`src/rtl/core/sirs_lattice_site_update_defines.svh`:
```
`ifndef SIRS_LATTICE_SITE_UPDATE_DEFINES_SVH
`define SIRS_LATTICE_SITE_UPDATE_DEFINES_SVH

// Same-cycle implication, checked on every rising edge outside reset.
`define SLS_ASSERT_HOLDS(label, clk, rst, ante, cons, msg) \
   label: assert property (@(posedge clk) disable iff (rst) (ante) |-> (cons)) \
      else $error(msg);

// Next-cycle implication, checked on every rising edge outside reset.
`define SLS_ASSERT_NEXT(label, clk, rst, ante, cons, msg) \
   label: assert property (@(posedge clk) disable iff (rst) (ante) |=> (cons)) \
      else $error(msg);

`endif

```
`src/rtl/core/sls_ram.sv`:
```
`timescale 1ns / 1ps

// Simple dual-port RAM, one write and one registered read per cycle.
// Read during write to the same address returns the old word.
module sls_ram #(
   parameter int WIDTH = 8,
   parameter int DEPTH = 64
) (
   input  logic                                        clock,
   input  logic                                        wr_en,
   input  logic [((DEPTH > 1) ? $clog2(DEPTH) : 1)-1:0] wr_addr,
   input  logic [WIDTH-1:0]                            wr_data,
   input  logic [((DEPTH > 1) ? $clog2(DEPTH) : 1)-1:0] rd_addr,
   output logic [WIDTH-1:0]                            rd_data
);

   logic [WIDTH-1:0] mem_ff [DEPTH];
   logic [WIDTH-1:0] rd_data_ff;

   always_ff @(posedge clock) begin
      if (wr_en) begin
         mem_ff[wr_addr] <= wr_data;
      end
      rd_data_ff <= mem_ff[rd_addr];
   end

   assign rd_data = rd_data_ff;

endmodule

```
`config.mk`:
```
export PLATFORM = sky130hd
export DESIGN_NAME = sls_ram
export DESIGN_NICKNAME = d
export VERILOG_FILES = /design/src/rtl/core/sirs_lattice_site_update_defines.svh /design/src/rtl/core/sls_ram.sv
export SDC_FILE = /design/constraint.sdc
export NUM_CORES = 1
export LEC_CHECK = 0
export ABC_AREA = 1
export BUFFER_PORTS_ARGS = -buffer_cell sky130_fd_sc_hd__buf_2
export CORE_MARGIN = 5
export CORE_UTILIZATION = 55
export DETAILED_ROUTE_END_ITERATION = 6
export GPL_ROUTABILITY_DRIVEN = 0
export GPL_TIMING_DRIVEN = 0
export PLACE_DENSITY = 0.67
export SKIP_CTS_REPAIR_TIMING = 1
export SKIP_LAST_GASP = 1
export SLEW_MARGIN = 15
export SYNTH_ARGS = -nofsm -noshare
export SYNTH_HDL_FRONTEND = slang
export SYNTH_SLANG_ARGS = --single-unit
```
`constraint.sdc`:
```
create_clock -name clock -period 2.8 [get_ports clock]
set_input_delay 0.28 -clock clock [delete_from_list [all_inputs] [get_ports clock]]
set_output_delay 0.28 -clock clock [all_outputs]
set_load 0.1 [all_outputs]
```
# Word level (Yosys, flattened, before mapping)
# Memories as Yosys holds them, arrays and structs flattened. A register that Yosys moved wholly into a read port is not among the register bits.
# Cells that the tools add are included.
# totals
mem_bits_rw	512
memories	1
input_bits	22
reg_bits	0
output_inout_bits	8
# mem_list
name	words	width	rd	rd_clocked_by_memory_dff	wr	line	text
mem_ff	64	8	1	1	1	sls_ram.sv:17	logic [WIDTH-1:0] mem_ff [DEPTH];
# op_classes
mux	2
# op_table
op	count
$mux 1	2

# Logic depth before layout (Yosys ltp)
# Gate-level depths: netlist (run 1).
# depth
depth_word	2
mapped_depth	12
depth_no_buf	9

# Least setup slack after synthesis (run 1)
# Ideal clock, no wire load.
# synth_path
path_kind	input to register
from	input port wr_en
to	memory mem_ff[48][0] (enable)
setup_time_ns	0.395
path_stages	3
required_time_ns	2.405
arrival_ns	1.651
slack_ns	0.754
cell_sequence	clkbuf_1 > nand4_1 > nor4_1
# synth_via
elab_chain_len	2
# synth_rtl
item	line	text
from (decl)	sls_ram.sv:10	input logic wr_en,
$mux 1	sls_ram.sv:21	if (wr_en) begin
$mux 1 (implied by the code)	sls_ram.sv:22	mem_ff[wr_addr] <= wr_data;
to (decl)	sls_ram.sv:17	
# No other way between the ends.

# Worst setup path in the final report (run 1)
# layout_path
from	input port wr_addr[0] (netlist name)
to	memory mem_ff[26][5] (enable)
# layout_lines
item	line	text
from (decl)	sls_ram.sv:11	input logic [((DEPTH > 1) ? $clog2(DEPTH) : 1)-1:0] wr_addr,
# Straight into the memory's write port.

==> results of run 1 <==
[worst min path at each step]
stage / startpoint / endpoint / depth (start not counted) / slack, ns
floorplan: wr_data[0] / mem_ff[0][0] / 0 / 0.38
global placement: rd_addr[4] / rd_data[1] / 4 / 0.81
detailed placement: rd_addr[4] / rd_data[3] / 4 / 0.81
CTS: rd_addr[4] / rd_data[3] / 4 / 0.20
global route: rd_addr[4] / rd_data[1] / 4 / 0.24
finish: rd_addr[4] / rd_data[3] / 4 / 0.24
[worst max-delay path: stages]
cell and delay [ns]:
clkbuf_1 0.23, inv_1 0.33, nand4_1 0.58, nor2_1 1.08
[cell type report]
cell class	instances	area (um2)	share of cell area (%)
Sequential cell	520	15500	65.2
Multi-Input combinational cell	1160	5000	21.0
Clock buffer	64	1370	5.74
Buffer	113	808	3.39
Tap cell	518	648	2.72
Clock inverter	28	241	1.01
Timing Repair Buffer	29	178	0.746
Inverter	12	50.0	0.210
Antenna cell	3	7.51	0.0315
[cell families after synthesis]
| logic type | count (synthesis) |
|---|---|
| flip-flops | 520 |
| buffers and inverters | 125 |
| AND/OR/NAND/NOR | 1160 |
[cells in the final DEF (no fill, tap or decap)]
master        n
buf_1        10
buf_2        53
buf_4        27
buf_6        35
buf_8         2
bufinv_16     4
clkbuf_1     26
clkbuf_16    53
clkinv_1      9
clkinv_2     11
clkinv_4      2
clkinvlp_4    2
dfxtp_1       8
diode_2       3
edfxtp_1    512
inv_1        10
inv_2         1
inv_6         1
nand2_1     648
nand3_1     439
nand4_1       9
nor2_1       56
nor4_2        8
[report_power, final]
group / leakage (uW) / switching, uW / internal [uW] / total (uW)
Sequential: 0.00467 / 14.6 / 8620 / 8630
Clock: 0.000788 / 2870 / 3820 / 6690
Combinational: 0.00318 / 952 / 295 / 1250
Total: 0.00864 / 3840 / 12700 / 16600
[cell usage after synthesis]
master / instances
buf_1: 10
buf_2: 37
buf_4: 14
buf_6: 35
buf_8: 2
clkbuf_1: 15
dfxtp_1: 8
edfxtp_1: 512
inv_1: 10
inv_2: 1
inv_6: 1
nand2_1: 648
nand3_1: 439
nand4_1: 9
nor2_1: 56
nor4_1: 8
[per-stage QoR]
stage | area, um2 | power [uW] | std cells | worst slack (ns)
2_1_floorplan | 21300 | 9510 | 1805 | 0.754
3_3_place_gp | 22100 | 10000 | 2344 | -0.227
3_5_place_dp | 22200 | 10000 | 2352 | 0.106
4_1_cts | 23800 | 16600 | 2444 | 0.724
5_1_grt | 23800 | 17000 | 2445 | 0.499
6_report | 23800 | 16600 | 2447 | 0.494
[layer usage]
metal,routed length [um],vias to the layer above
li1,-,6531
met1,23200,7021
met2,26800,950
met3,7070,188
met4,2880,0
met5,0,-
[state kept, by name (all words and copies together) (netlist names)]
| register | cells |
|---|---|
| rd_data | 8 |
| mem_ff | 512 |
==> summary.md, run 1 <==
| Metric | Value |
|---|---|
| Status | complete, but fails checks |
| Violated checks | DRC |
| Residual DRC count | 6 |
| Required @ worst endpoint | 3.01 ns |
| Die width | 207 um |
| Period utilisation layout | 82.4% |
| Root buf cell | clkbuf_16 |
| Number of max-cap violations | 0 |
| Synth cell types | 16 |
| Critical path class | in2reg |
| Total GRT Usage | 28.5% |
| Top-area cell type share of the netlist area | 72.0% |
| Mapped Cells | 1805 |
| Compound-gate portion of the synthesized area | 0% |
| Main combinational cell family by area after synthesis | simple AND/OR/NAND/NOR gates |
| Reg-to-Reg Start | mem_ff[36][1] |
| Setup Total Neg Slack | 0 ns |
| Fin util | 61.8% |
| TritonCTS clock tree | yes |
| Crit path from | wr_addr[0] |
| Max_slew headroom | 22.4% |
| WHS | 0.240 ns |
| Leading area contributor after synthesis | edfxtp_1 |
| # nets final | 1909 |
| Core Region | 0.0386 mm2 |
| Startpoint Class | input port |
| Initial antenna violation count | 3 |
| Final Hold Viols | 0 |
| GRT Max-Usage Layer | met2 |
| Clock Tree Buf Depth | 3 |
| Met1 usage | 41.7% |
| First-pass GRT wire length | 88100 um |
| Initial DRT Pass Iterations | 7 |
| Grt met2 use | 42.8% |
| Worst slew pin tran | 1.16 ns |
| Setup violators final | 0 |
| Leak pwr | 0.00864 uW |
| Mapped Nets | 1827 |
| Seq/Total Area, Yosys | 72.8% |
| Final HPWL from detailed placement | 39100 um |
| Post-synthesis mux area share | 0% |
| HP Class | in2reg |
| FMAX | 0.434 GHz |
| R2R Path End | rd_data[1] |
| Drt initial violations | 2132 |
| Adder-cell area share of the yosys netlist | 0% |
| H-tree depth | 2 |
| Met3 Use GR | 5.05% |
| Routed Antenna Nets | 0 |
| Clock transition at path regs | 0.06 ns |
| Initial Util | 55.3% |
| Clock skew | 0.0165 ns |
| Vias in the first global route | 13.7k |
| CTS Buf Count | 51 |
| I/O Pins | 30 |
| Final Max Tran Viols | 0 |
| Port bufs | 21 |
| Share of layout cells above drive strength 1 | 10.3% |
| Vias per inst | 6.00 |
| Die Height | 207 um |
| Synthesized area | 0.0213 mm2 |
| Clk sinks | 520 |
| Minimum clock period | 2.31 ns |
| Syn avg cell area | 11.8 um2 |
| DR vias | 14.7k |
| Worst Setup EP | mem_ff[26][5] |
| Critical path arrival | 2.51 ns |
| Std cell rows | 72 |
| Largest net degree at the start of global routing | 65 |
| Synth area leaders | edfxtp_1 72%, nand2_1 11%, nand3_1 10% |
| Skew-Pair Late Insertion Delay | 0.60 ns |
| Synth Area in Simple Gates | 23.2% |
| RSZ-0062 raised after global routing | no |
| Worst VDD drop | 0.514 mV |
| Post-Synth XOR/XNOR Area | 0% |
| Reg2Reg Setup Slack | 1.31 ns |
| Number of warnings issued by yosys | 0 |
| Crit. End Element | register |
| Cells on worst reg2reg path | 8 |
| WL/cell | 24.5 um |
| DRT Wirelength | 60000 um |
| Pwr dens | 695 mW/mm2 |
| Remaining global-route overflow | 0 |
| Layout fillers | 3063 |
| Area Overhead vs Synth | 11.7% |
| Die ar. | 0.0428 mm2 |
| Synth Register Bits | 520 |
| Critical Path Fanout Max | 9 |
Note: power is estimated with default switching activity, not from simulation.
==> run 2: changes to the inputs <==
PLACE_DENSITY = 0.7   (was 0.67)
clock period = 1.94 ns   (was 2.8 ns; I/O delays follow)
==> summary.md, run 2 (synthesis gave the netlist of run 1 again) <==
| Metric | Value |
|---|---|
| First-pass GRT wire length | 86600 um |
| Leak pwr | 0.00869 uW |
| Port bufs | 21 |
| Net Sw Frac | 23.2% |
| CTS Buf Count | 52 |
| Worst hold endpoint | rd_data[5] |
| Root buf cell | clkbuf_16 |
| Die ar. | 0.0428 mm2 |
| Final Hold Viols | 0 |
| Switching pwr | 5650 uW |
| Clock Power Share | 41.4% |
| Drt initial violations | 2141 |
| Status | complete, but fails checks |
| Gate power share | 7.4% |
| Initial Util | 55.3% |
| Crit. End Element | register |
| CP max stage cell | nor2_1 |
| Clk sinks | 520 |
| Startpoint Class | input port |
| TritonCTS clock tree | yes |
| Pwr dens | 1020 mW/mm2 |
| Area Overhead vs Synth | 12.3% |
| Worst slew pin tran | 1.03 ns |
| Largest Register | mem_ff |
| Minimum clock period | 2.24 ns |
| Commonest non-fill, non-tap cells in the layout | 648 x nand2_1, 512 x edfxtp_1, 439 x nand3_1, 52 x clkbuf_16, 51 x buf_2 |
| H-tree depth | 2 |
| Number of max-cap violations | 0 |
| CP cell instances | clkbuf_1, inv_1, nand4_1, nor2_1 |
| Fin util | 62.2% |
| Total GRT Usage | 27.9% |
| Die width | 207 um |
| Clock skew | 0.0304 ns |
| Most common cell after layout, fill and taps aside | nand2_1 |
| Slowest stage delay, CP | 1.04 ns |
| WHS | 0.131 ns |
| Hold path cells | 4 |
| Reg-to-Reg Start | mem_ff[53][6] |
| Period utilisation layout | 115% |
| Worst VDD drop | 1.09 mV |
| Reg2Reg Setup Slack | 0.48 ns |
| Required @ worst endpoint | 2.15 ns |
| R2R Path End | rd_data[6] |
| I/O Pins | 30 |
| Residual DRC count | 0 |
| Cells on worst reg2reg path | 8 |
| Critical Path Fanout Max | 9 |
| Final HPWL from detailed placement | 38500 um |
| Total power | 24400 uW |
| Critical path arrival | 2.45 ns |
| DRT Wirelength | 59100 um |
| DR vias | 14.6k |
| Seq pwr share | 51.2% |
| Largest net degree at the start of global routing | 65 |
| Critical path class | in2reg |
| HP Class | in2reg |
| Setup violators final | 143 |
| Pint | 18700 uW |
| Initial antenna violation count | 4 |
| RSZ-0062 raised after global routing | yes |
| Clock Tree Buf Depth | 3 |
| Clock transition at path regs | 0.06 ns |
| Hold Startpoint | rd_addr[4] |
| Share of layout cells above drive strength 1 | 11.3% |
| Violated checks | setup timing |
| Skew-Pair Late Insertion Delay | 0.62 ns |
| FMAX | 0.447 GHz |
| WL/cell | 24.1 um |
| Std cell rows | 72 |
| Max reg flops | 512 |
| Remaining global-route overflow | 0 |
| Final Max Tran Viols | 0 |
| Fin worst setup slack | -0.297 ns |
| Vias per inst | 5.94 |
| Max_slew headroom | 30.8% |
| Routed Antenna Nets | 0 |
| # nets final | 1910 |
| Vias in the first global route | 13.7k |
| Die Height | 207 um |
| Initial DRT Pass Iterations | 6 |
| Core Region | 0.0386 mm2 |
run 2: cell count changes in the layout (fill, tap and decap cells not counted), moves of 3 or more:
cell and change:
clkbuf_1 +4, nor2_1 -19, clkinv_2 -3, nor2_2 +19
run 2: layer usage:
| metal | up-vias | GRT usage, % | wire [um] |
|---|---|---|---|
| met1 | 6935 | 40.3 | 23200 |
| met4 | 4 | 10.3 | 2300 |
| li1 | 6526 | - | - |
| met5 | - | 0 | 20 |
| met2 | 948 | 41.5 | 26300 |
| met3 | 155 | 7.06 | 7300 |
run 2: final cells by class:
cell class	instances	area, um2
Clock inverter	28	317
Inverter	12	50.0
Timing Repair Buffer	29	183
Multi-Input combinational cell	1160	5040
Clock buffer	69	1390
Buffer	113	808
Tap cell	518	648
Sequential cell	520	15500
Fill cell	3029	14600
Antenna cell	2	5.00
run 2: worst max path at each step:
stage / endpoint / slack, ns / cells after the start / from
after floorplan: mem_ff[48][0] / -0.02 / 3 / wr_en
after global placement: mem_ff[50][5] / -0.90 / 3 / wr_en
after detailed placement: mem_ff[26][0] / -0.81 / 4 / wr_addr[0]
after CTS: mem_ff[26][7] / -0.19 / 4 / wr_addr[0]
after global routing: mem_ff[25][7] / -0.20 / 4 / wr_addr[1]
final: mem_ff[25][7] / -0.30 / 4 / wr_addr[1]
run 2: power by group through the flow:
| stage | clock network [uW] | registers [uW] | logic [uW] |
|---|---|---|---|
| floorplan | 0 | 12900 | 874 |
| global placement | 0 | 12700 | 1720 |
| detailed placement | 0 | 12700 | 1760 |
| CTS | 10100 | 12500 | 1760 |
| global route | 10600 | 12500 | 1910 |
| finish | 10100 | 12500 | 1800 |
run 2: metrics by stage:
stage                     area, um2  instances  setup WS, ns  setup TNS (ns)
after detailed placement      22200       2352        -0.812         -233.05
after global routing          24000       2450        -0.202          -18.13
after CTS                     23900       2449        -0.192           -2.63
after floorplan               21300       1805       -0.0201           -1.29
final                         24000       2451        -0.297          -15.09
after global placement        22100       2344        -0.898         -199.69
run 2: worst max-delay path, delay by kind of cell:
kind                   cells  cell delay [ns]
buffers and inverters      2             0.55
AND/OR/NAND/NOR            2             1.70
